===== config.mk =====
export PLATFORM = sky130hd
export DESIGN_NAME = url_percent_codec
export DESIGN_NICKNAME = d
export VERILOG_FILES = /design/src/rtl/ucp_pkg.sv /design/src/rtl/url_percent_codec.sv /design/src/rtl/ucp_front.sv /design/src/rtl/ucp_fifo.sv /design/src/rtl/ucp_back.sv
export SDC_FILE = /design/constraint.sdc
export NUM_CORES = 1
export LEC_CHECK = 0
export BUFFER_PORTS_ARGS = -buffer_cell sky130_fd_sc_hd__buf_2
export CAP_MARGIN = 20
export CELL_PAD_IN_SITES_DETAIL_PLACEMENT = 0
export CELL_PAD_IN_SITES_GLOBAL_PLACEMENT = 1
export CORE_MARGIN = 3
export CORE_UTILIZATION = 52
export CTS_BUF_LIST = sky130_fd_sc_hd__clkbuf_8
export DETAILED_ROUTE_END_ITERATION = 12
export PLACE_DENSITY_LB_ADDON = 0.1
export SETUP_SLACK_MARGIN = 0.5
export SLEW_MARGIN = 20
export SYNTH_ARGS = -nofsm -noshare
export SYNTH_HDL_FRONTEND = slang
export SYNTH_SLANG_ARGS = --single-unit

===== constraint.sdc =====
create_clock -name i_clk -period 3.4 [get_ports i_clk]
set_clock_uncertainty 0.05 [all_clocks]
set_input_delay 0.68 -clock i_clk [delete_from_list [all_inputs] [get_ports i_clk]]
set_output_delay 0.68 -clock i_clk [all_outputs]
set_load 0.01 [all_outputs]

===== src/rtl/ucp_pkg.sv =====
// shared types, character codes and helper functions for the url percent codec
package ucp_pkg;

    // one input item
    typedef struct packed {
        logic [7:0] in_byte;
        logic       in_last;
    } t_in_item;

    // one result item
    typedef struct packed {
        logic [7:0] out_byte;
        logic       out_last;
    } t_out_item;

    // one decoded byte travelling from front to back
    typedef struct packed {
        logic [7:0] data;
        logic       last;
    } t_dec_item;

    // queue status seen by both ends
    typedef struct packed {
        logic full;
        logic empty;
    } t_q_stat;

    // character codes
    localparam logic [7:0] CHAR_PCT   = 8'h25;
    localparam logic [7:0] CHAR_US    = 8'h5F;
    localparam logic [7:0] CHAR_SP    = 8'h20;
    localparam logic [7:0] CHAR_DOT   = 8'h2E;
    localparam logic [7:0] CHAR_COLON = 8'h3A;
    localparam logic [7:0] CHAR_DASH  = 8'h2D;
    localparam logic [7:0] CHAR_0     = 8'h30;
    localparam logic [7:0] CHAR_9     = 8'h39;
    localparam logic [7:0] CHAR_UA    = 8'h41;
    localparam logic [7:0] CHAR_UF    = 8'h46;
    localparam logic [7:0] CHAR_UZ    = 8'h5A;
    localparam logic [7:0] CHAR_LA    = 8'h61;
    localparam logic [7:0] CHAR_LF    = 8'h66;
    localparam logic [7:0] CHAR_LZ    = 8'h7A;

    // true hex digit in either case
    function automatic logic is_hex(input logic [7:0] c);
        return (c >= CHAR_0 && c <= CHAR_9) || (c >= CHAR_UA && c <= CHAR_UF) ||
               (c >= CHAR_LA && c <= CHAR_LF);
    endfunction

    // value of a hex digit, zero for anything else
    function automatic logic [3:0] hex_value(input logic [7:0] c);
        logic [7:0] diff;
        diff = 8'd0;
        if (c >= CHAR_0 && c <= CHAR_9) begin
            diff = c - CHAR_0;
        end else if (c >= CHAR_UA && c <= CHAR_UF) begin
            diff = c - CHAR_UA + 8'd10;
        end else if (c >= CHAR_LA && c <= CHAR_LF) begin
            diff = c - CHAR_LA + 8'd10;
        end
        return diff[3:0];
    endfunction

    // ascii letter or digit
    function automatic logic is_alnum(input logic [7:0] c);
        return (c >= CHAR_0 && c <= CHAR_9) || (c >= CHAR_UA && c <= CHAR_UZ) ||
               (c >= CHAR_LA && c <= CHAR_LZ);
    endfunction

    // upper-case hex character for a nibble
    function automatic logic [7:0] hex_char(input logic [3:0] v);
        logic [7:0] ch;
        if (v < 4'd10) begin
            ch = CHAR_0 + {4'd0, v};
        end else begin
            ch = CHAR_UA + {4'd0, v} - 8'd10;
        end
        return ch;
    endfunction

endpackage


===== src/rtl/url_percent_codec.sv =====
// Streaming URL percent decoder and re-encoder. Bytes enter on the input channel, one per
// cycle while the front end's three-byte decode buffer and the queue behind it have room,
// and leave through a single output register at one byte per cycle while it is not stalled.
// A failed escape releases up to three decoded bytes, and in encode mode each byte that
// becomes %XX leaves as three characters, so the sustained input rate is set by the output
// register. The first output byte passes through the decode buffer, the queue and the
// output register. The user must write the mode register only while the block is idle;
// the block itself does not enforce it.
module url_percent_codec import ucp_pkg::*; #(
    parameter int FIFO_DEPTH = 4
) (
    input  logic      i_clk,
    input  logic      i_rst_n,
    input  logic      i_cfg_we,
    input  logic      i_cfg_data,
    input  logic      i_valid,
    input  t_in_item  i_item,
    output logic      o_stall,
    output logic      o_valid,
    output t_out_item o_item,
    input  logic      i_stall
);

    logic      r_mode;
    logic      w_push;
    logic      w_pop;
    t_dec_item w_push_item;
    t_dec_item w_head;
    t_q_stat   w_q_stat;

    // mode register, 1 decodes only
    always_ff @(posedge i_clk) begin
        if (!i_rst_n) begin
            r_mode <= 1'b0;
        end else if (i_cfg_we) begin
            r_mode <= i_cfg_data;
        end
    end

    // escape tracking and decode
    ucp_front u_front (
        .i_clk       (i_clk),
        .i_rst_n     (i_rst_n),
        .i_valid     (i_valid),
        .i_item      (i_item),
        .o_stall     (o_stall),
        .o_push      (w_push),
        .o_push_item (w_push_item),
        .i_q_stat    (w_q_stat)
    );

    // decoded byte queue
    ucp_fifo #(
        .DEPTH (FIFO_DEPTH)
    ) u_fifo (
        .i_clk       (i_clk),
        .i_rst_n     (i_rst_n),
        .i_push      (w_push),
        .i_push_item (w_push_item),
        .i_pop       (w_pop),
        .o_head      (w_head),
        .o_stat      (w_q_stat)
    );

    // re-encode and output
    ucp_back u_back (
        .i_clk    (i_clk),
        .i_rst_n  (i_rst_n),
        .i_mode   (r_mode),
        .i_head   (w_head),
        .i_q_stat (w_q_stat),
        .o_pop    (w_pop),
        .o_valid  (o_valid),
        .o_item   (o_item),
        .i_stall  (i_stall)
    );

`ifndef SYNTHESIS
    // front never pushes into a full queue
    a_no_overflow: assert property (@(posedge i_clk) disable iff (!i_rst_n)
        w_push |-> !w_q_stat.full)
        else $error("push into full queue");

    // back never pops an empty queue
    a_no_underflow: assert property (@(posedge i_clk) disable iff (!i_rst_n)
        w_pop |-> !w_q_stat.empty)
        else $error("pop from empty queue");

    // a popped byte always reaches the output register next cycle
    a_pop_to_out: assert property (@(posedge i_clk) disable iff (!i_rst_n)
        w_pop |=> o_valid)
        else $error("popped byte lost");
`endif

endmodule


===== src/rtl/ucp_front.sv =====
// front end: accepts raw bytes, tracks escapes and queues decoded bytes
module ucp_front import ucp_pkg::*; (
    input  logic      i_clk,
    input  logic      i_rst_n,
    input  logic      i_valid,
    input  t_in_item  i_item,
    output logic      o_stall,
    output logic      o_push,
    output t_dec_item o_push_item,
    input  t_q_stat   i_q_stat
);

    typedef enum logic [2:0] {
        PH_IDLE  = 3'b001,
        PH_PCT   = 3'b010,
        PH_DIGIT = 3'b100
    } t_phase;

    t_phase     r_phase, n_phase;
    logic [7:0] r_held;
    logic [1:0] r_cnt, n_cnt;
    logic [7:0] r_buf [3];
    logic [7:0] n_buf [3];
    logic       r_blast;

    logic       w_accept;
    logic       w_take_ok;
    logic [7:0] w_pbyte;
    logic       w_pemit;
    logic       w_pesc;

    // pending decoded bytes drain one per cycle into the queue while the queue is not full
    assign o_push              = (r_cnt != 2'd0) && !i_q_stat.full;
    assign o_push_item.data    = r_buf[0];
    assign o_push_item.last    = r_blast && (r_cnt == 2'd1);

    // take a new byte once the buffer is empty or about to be
    assign w_take_ok = (r_cnt == 2'd0) || ((r_cnt == 2'd1) && o_push);
    assign o_stall   = !w_take_ok;
    assign w_accept  = i_valid && w_take_ok;

    // plain byte handling with no escape pending
    always_comb begin
        w_pbyte = i_item.in_byte;
        w_pemit = 1'b1;
        w_pesc  = 1'b0;
        if (i_item.in_byte == CHAR_US) begin
            w_pbyte = CHAR_SP;
        end else if (i_item.in_byte == CHAR_PCT && !i_item.in_last) begin
            w_pemit = 1'b0;
            w_pesc  = 1'b1;
        end
    end

    // escape state machine and decoded byte list
    always_comb begin
        n_phase  = w_pesc ? PH_PCT : PH_IDLE;
        n_cnt    = {1'b0, w_pemit};
        n_buf[0] = w_pbyte;
        n_buf[1] = w_pbyte;
        n_buf[2] = w_pbyte;
        unique case (r_phase)
            PH_PCT: begin
                if (is_hex(i_item.in_byte) && !i_item.in_last) begin
                    n_phase = PH_DIGIT;
                    n_cnt   = 2'd0;
                end else begin
                    n_buf[0] = CHAR_PCT;
                    n_cnt    = 2'd1 + {1'b0, w_pemit};
                end
            end
            PH_DIGIT: begin
                if (is_hex(i_item.in_byte)) begin
                    n_phase  = PH_IDLE;
                    n_buf[0] = {hex_value(r_held), hex_value(i_item.in_byte)};
                    n_cnt    = 2'd1;
                end else begin
                    n_buf[0] = CHAR_PCT;
                    n_buf[1] = r_held;
                    n_cnt    = 2'd2 + {1'b0, w_pemit};
                end
            end
            default: begin
                n_phase = w_pesc ? PH_PCT : PH_IDLE;
            end
        endcase
    end

    // control state
    always_ff @(posedge i_clk) begin
        if (!i_rst_n) begin
            r_phase <= PH_IDLE;
            r_cnt   <= 2'd0;
        end else if (w_accept) begin
            r_phase <= n_phase;
            r_cnt   <= n_cnt;
        end else if (o_push) begin
            r_cnt   <= r_cnt - 2'd1;
        end
    end

    // decoded byte buffer and held digit
    always_ff @(posedge i_clk) begin
        if (w_accept) begin
            r_buf   <= n_buf;
            r_blast <= i_item.in_last;
            if (r_phase == PH_PCT) begin
                r_held <= i_item.in_byte;
            end
        end else if (o_push) begin
            r_buf[0] <= r_buf[1];
            r_buf[1] <= r_buf[2];
        end
    end

endmodule


===== src/rtl/ucp_fifo.sv =====
// short queue of decoded bytes between front and back end
module ucp_fifo import ucp_pkg::*; #(
    parameter int DEPTH = 4
) (
    input  logic      i_clk,
    input  logic      i_rst_n,
    input  logic      i_push,
    input  t_dec_item i_push_item,
    input  logic      i_pop,
    output t_dec_item o_head,
    output t_q_stat   o_stat
);

    localparam int PW = $clog2(DEPTH);
    localparam int CW = $clog2(DEPTH + 1);
    localparam logic [PW-1:0] LAST_PTR = PW'(DEPTH - 1);
    localparam logic [CW-1:0] FULL_CNT = CW'(DEPTH);

    t_dec_item     r_mem [DEPTH];
    logic [PW-1:0] r_wr, r_rd;
    logic [CW-1:0] r_count;

    assign o_stat.full  = (r_count == FULL_CNT);
    assign o_stat.empty = (r_count == '0);
    assign o_head       = r_mem[r_rd];

    // pointers and fill level
    always_ff @(posedge i_clk) begin
        if (!i_rst_n) begin
            r_wr    <= '0;
            r_rd    <= '0;
            r_count <= '0;
        end else begin
            if (i_push) begin
                r_wr <= (r_wr == LAST_PTR) ? '0 : r_wr + 1'b1;
            end
            if (i_pop) begin
                r_rd <= (r_rd == LAST_PTR) ? '0 : r_rd + 1'b1;
            end
            if (i_push && !i_pop) begin
                r_count <= r_count + 1'b1;
            end else if (!i_push && i_pop) begin
                r_count <= r_count - 1'b1;
            end
        end
    end

    // storage
    always_ff @(posedge i_clk) begin
        if (i_push) begin
            r_mem[r_wr] <= i_push_item;
        end
    end

endmodule


===== src/rtl/ucp_back.sv =====
// back end: re-encodes decoded bytes and drives the output register
module ucp_back import ucp_pkg::*; (
    input  logic      i_clk,
    input  logic      i_rst_n,
    input  logic      i_mode,
    input  t_dec_item i_head,
    input  t_q_stat   i_q_stat,
    output logic      o_pop,
    output logic      o_valid,
    output t_out_item o_item,
    input  logic      i_stall
);

    logic       r_ov;
    t_out_item  r_out;
    logic [1:0] r_rem_cnt;
    logic [7:0] r_rem_hi, r_rem_lo;
    logic       r_rem_last;

    logic       w_load;
    logic       w_pass;

    assign o_valid = r_ov;
    assign o_item  = r_out;

    // output register can take a new byte
    assign w_load = !r_ov || !i_stall;
    assign o_pop  = w_load && (r_rem_cnt == 2'd0) && !i_q_stat.empty;

    // byte goes out as one character
    assign w_pass = i_mode || (i_head.data == CHAR_SP) || (i_head.data == CHAR_DOT) ||
                    (i_head.data == CHAR_COLON) || (i_head.data == CHAR_DASH) ||
                    (i_head.data == CHAR_US) || is_alnum(i_head.data);

    // control state
    always_ff @(posedge i_clk) begin
        if (!i_rst_n) begin
            r_ov      <= 1'b0;
            r_rem_cnt <= 2'd0;
        end else if (w_load) begin
            if (r_rem_cnt != 2'd0) begin
                r_ov      <= 1'b1;
                r_rem_cnt <= r_rem_cnt - 2'd1;
            end else if (o_pop) begin
                r_ov      <= 1'b1;
                r_rem_cnt <= w_pass ? 2'd0 : 2'd2;
            end else begin
                r_ov      <= 1'b0;
            end
        end
    end

    // output byte and pending hex digits
    always_ff @(posedge i_clk) begin
        if (w_load) begin
            if (r_rem_cnt != 2'd0) begin
                r_out.out_byte <= (r_rem_cnt == 2'd2) ? r_rem_hi : r_rem_lo;
                r_out.out_last <= r_rem_last && (r_rem_cnt == 2'd1);
            end else if (o_pop) begin
                if (w_pass) begin
                    r_out.out_byte <= (!i_mode && i_head.data == CHAR_SP) ? CHAR_US
                                                                          : i_head.data;
                    r_out.out_last <= i_head.last;
                end else begin
                    r_out.out_byte <= CHAR_PCT;
                    r_out.out_last <= 1'b0;
                end
                r_rem_hi   <= hex_char(i_head.data[7:4]);
                r_rem_lo   <= hex_char(i_head.data[3:0]);
                r_rem_last <= i_head.last;
            end
        end
    end

endmodule

After elaboration in Yosys (flattened, before gate mapping)
Memories as Yosys holds them, arrays and structs flattened. A register that Yosys moved wholly into a read port is not among the register bits.
Index checks and enable logic that the tools add are counted.
{"block": "totals", "ff_bits": 75, "ram_bits": 36, "in_bits": 15, "output_inout_bits": 11, "wordCells": 179, "mem_count": 1}
{"name": "u_fifo.r_mem", "depth": 4, "width": 9, "rd": 1, "rd_clocked_by_memory_dff": 1, "wr": 1, "line_no": "ucp_fifo.sv:19", "source": "t_dec_item r_mem [DEPTH];"}
{"block": "classes", "addsub": 24, "n_lt_le_gt_ge": 20, "eq_ne": 15, "muxes": 47, "bitwise_logic": 1, "reduce_logical": 53}
{"op": "two-way mux 8 bit", "n": 9}
{"op": "greater-or-equal comparator 8 x 7 -> 1 bit (second input constant)", "n": 6}
{"op": "less-or-equal comparator 8 x 7 -> 1 bit (second input constant)", "n": 6}
{"op": "== test 8 x 6 -> 1 bit (second input constant)", "n": 5}
{"op": "two-way mux 16 bit", "n": 2}
{"op": "two-way mux 9 bit", "n": 3}
{"op": "greater-or-equal comparator 8 x 6 -> 1 bit (second input constant)", "n": 3}
{"op": "less-or-equal comparator 8 x 6 -> 1 bit (second input constant)", "n": 3}
{"op": "two-way mux 2 bit", "n": 12}
{"op": "two-way mux 4 bit", "n": 6}
{"op": "subtractor 4 x 1 -> 4 bit (second input constant)", "n": 6}
{"op": "logical AND 1 bit", "n": 21}
{"op": "adder 4 bit (second input constant)", "n": 4}
{"op": "adder 7 x 4 -> 8 bit (first input constant)", "n": 2}
{"op": "== test 8 x 7 -> 1 bit (second input constant)", "n": 2}
{"op": "one-hot mux 8 bit (2 select lines)", "n": 1}
{"op": "subtractor 8 x 4 -> 8 bit (second input constant)", "n": 2}
{"op": "adder 6 x 4 -> 7 bit (first input constant)", "n": 2}
{"op": "logical OR 1 bit", "n": 12}
{"op": "two-way mux 3 bit", "n": 4}
{"op": "nonzero test 2 bit", "n": 5}
{"op": "zero test 1 bit", "n": 9}
{"op": "less-than comparator 4 bit (second input constant)", "n": 2}
{"op": "two-way mux 1 bit", "n": 8}
{"op": "other kinds (17)", "n": 25}

Depth between registers and ports, before layout
Gate-level depths: netlist of run 1.
{"block": "logic_depth", "depth_word": 10, "ltp_mapped": 10, "depth_no_buf": 9}

Hierarchy
A second synthesis of run 1 with hierarchy kept.
{"block": "hier_totals", "hier_cells": 452, "area_unflattened_um2": 5621.6}
{"mod": "ucp_front", "instances": 1, "cells_each": 216, "area_each_um2": 2311.0, "seq_area_each_um2": 1091.0}
{"mod": "ucp_fifo", "instances": 1, "cells_each": 91, "area_each_um2": 1757.9, "seq_area_each_um2": 1261.2}
{"mod": "ucp_back", "instances": 1, "cells_each": 142, "area_each_um2": 1516.5, "seq_area_each_um2": 780.7}
{"mod": "url_percent_codec", "instances": 1, "cells_each": 3, "area_each_um2": 36.3, "seq_area_each_um2": 20.0}

Worst setup path after synthesis of run 1
OpenSTA, ideal clock, no wires.
{"block": "synth_timing", "kind": "register to register", "start": "reg with a tool-made name", "end": "reg u_back.r_out (netlist bit u_back.o_item[2]) (data pin)", "setup_ns": 0.261, "arrival_ns": 2.422, "required_time_ns": 3.089, "setup_slack_ns": 0.667, "stages_incl_launch_ff": 10, "n_path_buf": 1, "synth_period_minus_slack_ns": 2.733, "path_cell_list": "dfxtp_1 -> buf_6 -> mux4_2 -> inv_1 -> ha_1 -> or4b_4 -> a21bo_1 -> a21oi_2 -> a21o_2 -> o21ai_1"}
{"item": "end: declaration", "line_no": "ucp_back.sv:15", "source": "t_out_item r_out;"}

==> results.ini, run 1 <==
[run_status]
status = completed

[setup_path]
crit_path_start_kind = flip-flop
end_kind = flip-flop
cp.arrival_ns = 3.01
path_class = flip-flop to flip-flop
crit_path_max_fanout = 5
cp_data_required_time_ns = 3.65

[finish]
drive_gt1_share_pct = 17.6
final_common_cell = edfxtp_1
area_delta_synth_final_pct = 11.0
nNetsFinal = 518
num_antenna_cells = 0
mostFrequentLayoutCells = 93 x edfxtp_1, 39 x nand2_1, 30 x nor2_1
final_core_util_pct = 60.3

[synth]
synth-main-ff-cell = edfxtp_1
synth_area_per_cell_um2 = 12.4
yosysWarnings = 0
synth_edf_count = 93
synth-seq-cells = 111
async_reset_ff_share_pct = 0
synth-seq-area-share_pct = 58.3
syn_nets = 478
synth_cell_type_count = 62
synthCells = 437
syn-cell-area_um2 = 5410

[power]
ir_drop_v = 0.000471
powerDensity_nw_per_um2 = 948
seqPwrFrac_pct = 43.2
leakagePower_nw = 2.25
pwr-share-comb_pct = 42.6
clkPwrFrac_pct = 14.2
net-switching-power_mw = 2.11
p_int_mw = 3.58
p_sw_share_pct = 37.1

[die]
fp.dieArea_um2 = 11700
die-height_um = 108
start_util_pct = 54.3
rows = 36
die_x_um = 108
coreArea_um2 = 9950
ioPinCount = 26

[sta]
fin_ws_ns = 0.635
maxSlewHeadroom_pct = 36.1
finalSetupTns_ns = 0
tightest_slew_ns = 0.959
rsz0062_at_grt = no
slew_viol_final = 0
finalSetupViolCount = 0
hold_violations = 0
min_period_over_period_pct = 81.3
fmax_mhz = 362
fin_crit_ns = 2.76

[route]
avgRoutedWirePerCell_um = 16.7
first_pass_iters = 6
routed_wirelength_um = 10300
first_iter_violations = 195
viasPerCell = 5.60
drc = 0
antenna_left = 0
vias = 3445

[min_path]
holdCritStartpoint = u_fifo.r_rd[1]
hold_class = flip-flop to flip-flop

[clock_tree]
clock_sinks = 111
cts_made_buffers = 9
clk_path_buf_depth = 2
cts_root_buffer = clkbuf_8
clk_pin_slew_worst_paths_ns = 0.11
cts_max_level = 3
cts_tree = done
clock_latency_ns = 0.37
ctsHoldBuffers = 0

[grt]
grt_first_pass_wirelength_um = 17100
antenna_found_initial = 0
grt_use_total_pct = 19.1
grt_max_degree = 37
gr-total-overflow = 0
grt_pass1_vias = 3359

[place]
dp_slack_ns = 0.300
port_buffers = 25
place.gp.congestion = 0.789
dp_hpwl_um = 7480

[run]
maxCapViolCount = 0

[cells by family after synthesis]
| logic type | synth area share, % |
|---|---|
| and+or+nand+nor | 12.1 |
| DFF | 58.3 |
| AOI/OAI and AO/OA | 12.2 |
| buffers and inverters | 2.78 |
| adders and majority gates | 6.16 |
| muxes | 6.76 |
| xor gates and xnor gates | 1.62 |
[synth_stat cells (4+ instances only)]
cell	count	area (um^2)
a21oi_1	23	115
clkbuf_1	8	30.0
o22ai_1	4	25.0
edfxtp_1	93	2790
inv_1	22	82.6
mux2i_1	14	140
o21ai_1	7	35.0
ha_1	25	313
nor2b_1	12	75.1
and2_1	6	37.5
dfxtp_1	18	360
a2bb2oi_1	5	43.8
nand2_1	39	146
nand2b_1	5	31.3
a22oi_1	4	30.0
a31oi_1	8	50.1
nand3_1	5	25.0
nor3_1	6	30.0
xnor2_1	8	70.1
o21ai_0	23	115
nor2_1	30	113
mux4_2	10	225
[layer usage]
| layer | vias up | GRT usage (%) | share of wire [%] |
|---|---|---|---|
| met5 | - | 0 | 0 |
| met1 | 1650 | 24.0 | 44 |
| li1 | 1712 | - | - |
| met4 | 0 | 6.49 | 1.5 |
| met2 | 70 | 33.3 | 51 |
| met3 | 13 | 3.76 | 3.4 |
[what timing repair did]
action,CTS,global route
pin swaps,0,2
resized for setup,3,6
setup buffers,5,4
setup endpoints to repair,9,9
[power groups by stage]
stage	logic, mW	registers, mW	clock network [mW]
floorplan	1.65	2.43	0
global placement	2.19	2.47	0
detailed placement	2.22	2.49	0
CTS	2.33	2.46	0.827
global route	2.70	2.52	0.884
finish	2.42	2.46	0.811
[flip-flops by register name, summed over array words and instances (netlist names), 3 cells and up, named ones only]
register,flops
u_back.o_item,9
u_back.r_rem_hi,7
u_back.r_rem_lo,7
u_fifo.r_count,3
u_fifo.r_mem,36
u_front.o_push_item,8
u_front.r_buf,16
u_front.r_held,8
u_front.r_phase,3
[layout make-up]
cell class,count,area [um^2]
clock buffer,9,124
tap,133,166
clock inverter,7,77.6
sequential,111,3160
fill,808,3950
inverter,23,86.3
timing repair buffer,43,264
multi-input combinational,289,2130
[through the flow]
stage | power [mW] | hold WS [ns] | instance area [um^2] | cells
global route | 6.11 | 0.460 | 6000 | 615
detailed placement | 4.71 | 0.429 | 5700 | 590
floorplan | 4.08 | 0.403 | 5410 | 437
global placement | 4.66 | 0.415 | 5700 | 590
CTS | 5.62 | 0.439 | 5950 | 611
finish | 5.69 | 0.437 | 6000 | 615
[worst max-delay path: stages, from the launching register on]
cell     delay (ns)
dfxtp_4        0.40
mux4_2         0.57
inv_1          0.12
ha_2           0.22
or4b_4         0.49
a21bo_1        0.23
a21oi_4        0.18
a21oi_4        0.09
buf_4          0.15
o32ai_2        0.18
[worst paths after layout]
path | end | slack (ns) | cells past startpoint
setup / recovery | u_back.r_rem_cnt[1] | 0.64 | 9
hold / removal | flip-flop | 0.44 | 2
setup reg to reg | u_back.r_rem_cnt[1] | 0.64 | 9
hold reg to reg | flip-flop | 0.44 | 2
(Power assumes the default switching activity.)
==> inputs of run 2 (changes only) <==
clock period = 2.8 ns   (was 3.4 ns; I/O delays follow)
==> run 2 against run 1 <==
Sequential share of layout area is 2.2 points lower. Design area is 4.6% higher. Final cell count is 2.9% higher. Die area stayed put. Clock-buffer cell count stayed put. Clock power is 2% higher. Critical endpoint unchanged. Largest cell class unchanged. Highest routed layer unchanged.
==> results.ini, run 2 (same netlist as run 1, synthesis figures left out) <==
[route]
drc = 0
avgRoutedWirePerCell_um = 16.7
vias = 3514
first_pass_iters = 4
antenna_left = 0
routed_wirelength_um = 10600
first_iter_violations = 156
viasPerCell = 5.55

[setup_path]
critical_path.slowest_cell = mux4_2
cp.arrival_ns = 2.82
cp_data_required_time_ns = 3.03
timing.rr.end = u_back.r_rem_cnt[1]
cp_top_family = compound AO/OA/AOI/OAI gates
crit_top_cell = a21oi_2
worst-path-buf-inv = 1
r2r_cells = 8
crit_path_max_fanout = 4
rrSetupSlack_ns = 0.20
end_kind = flip-flop
path_depth = 8
path_class = flip-flop to flip-flop
crit_path_start_kind = flip-flop
cpPeakStageDelay_ns = 0.58
crit_chain = mux4_2, ha_4, or4b_4, a21bo_1, a21oi_2, a21oi_2, buf_4, o32ai_2

[finish]
mostFrequentLayoutCells = 93 x edfxtp_1, 38 x nand2_1, 33 x buf_4
num_antenna_cells = 0
design_area_um2 = 6280
n_fill_cell = 816
area_delta_synth_final_pct = 16.1
nNetsFinal = 536
final_common_cell = edfxtp_1
largest_reg_flops = 36
regMostFlops = u_fifo.r_mem
drive_gt1_share_pct = 25.6

[place]
dpl_cell_area_um2 = 5830
place.gp.congestion = 0.856
dp_hpwl_um = 7720
port_buffers = 25
dp_slack_ns = 0.0887

[min_path]
hold_class = primary input to flip-flop
holdPathEnd = u_front.r_held[6]
holdPathStages = 1
holdCritStartpoint = i_item[7]

[clock_tree]
ctsHoldBuffers = 0
cts_root_buffer = clkbuf_8
cts_tree = done
clock_latency_ns = 0.36
clk_path_buf_depth = 2
cts_max_level = 3
cts_made_buffers = 9
clk_pin_slew_worst_paths_ns = 0.10
clock_sinks = 111

[sta]
finalSetupTns_ns = 0
rsz0062_at_grt = yes
finalSetupViolCount = 0
fin_crit_ns = 2.60
hold_violations = 0
maxSlewHeadroom_pct = 43.6
holdWs_ns = 0.379
fin_ws_ns = 0.203
tightest_slew_ns = 0.844
fmax_mhz = 385
slew_viol_final = 0
min_period_over_period_pct = 92.7

[die]
ioPinCount = 26
die_x_um = 108
die-height_um = 108
rows = 36
coreArea_um2 = 9950
start_util_pct = 54.3
fp.dieArea_um2 = 11700

[power]
leakagePower_nw = 2.34
powerDensity_nw_per_um2 = 1130
ir_drop_v = 0.000572

[grt]
antenna_found_initial = 0
grt_pass1_vias = 3486
grt_use_total_pct = 19.4
gr-total-overflow = 0
grt_max_degree = 37
grt_first_pass_wirelength_um = 17500

[run_status]
status = completed

[run]
maxCapViolCount = 0

## run 2: per-stage QoR
step / std cells / total power [mW] / util (%)
CTS: 625 / 7.05 / 61.8
global route: 633 / 7.61 / 63.0
finish: 633 / 7.07 / 63.0
global placement: 600 / 5.90 / 58.6
floorplan: 437 / 5.04 / -
detailed placement: 600 / 5.98 / 58.6
## run 2: worst max-delay path by stage
stage,from,slack (ns),endpoint
2_1_floorplan,flip-flop,0.15,u_back.o_item[2]
4_1_cts,flip-flop,0.21,u_back.o_item[7]
6_report,flip-flop,0.20,u_back.r_rem_cnt[1]
3_5_place_dp,i_item[2],0.09,u_front.o_push_item[5]
5_1_grt,flip-flop,0.12,u_back.o_item[2]
3_3_place_gp,flip-flop,0.14,u_back.o_item[3]
## run 2: per-layer routing
layer	vias up	track usage [%]	part of all wire, %
met3	16	3.52	3.2
met2	68	32.7	50
li1	1749	-	-
met4	0	6.67	2.1
met1	1681	25.5	45
met5	-	0	0
## run 2: what timing repair did
item,CTS,global route
pin swaps,8,7
setup buffers,9,8
resized for setup,18,19
endpoints found under the setup margin,14,43
## run 2: report_power, final
group / switching, mW / internal (mW) / leakage, nW / total [mW]
combinational: 1.85 / 1.40 / 1.23 / 3.25
sequential: 0.267 / 2.72 / 1.03 / 2.99
clock: 0.514 / 0.316 / 0.0838 / 0.830
## run 2: layout make-up
class / count / area (um^2) / share of cell area [%]
repair buffers: 61 / 415 / 6.62
clock buffers: 9 / 124 / 1.97
well taps: 133 / 166 / 2.65
multi-input cells: 289 / 2270 / 36.2
inverters: 23 / 93.8 / 1.50
flip-flops and latches: 111 / 3160 / 50.4
clock inverters: 7 / 41.3 / 0.658
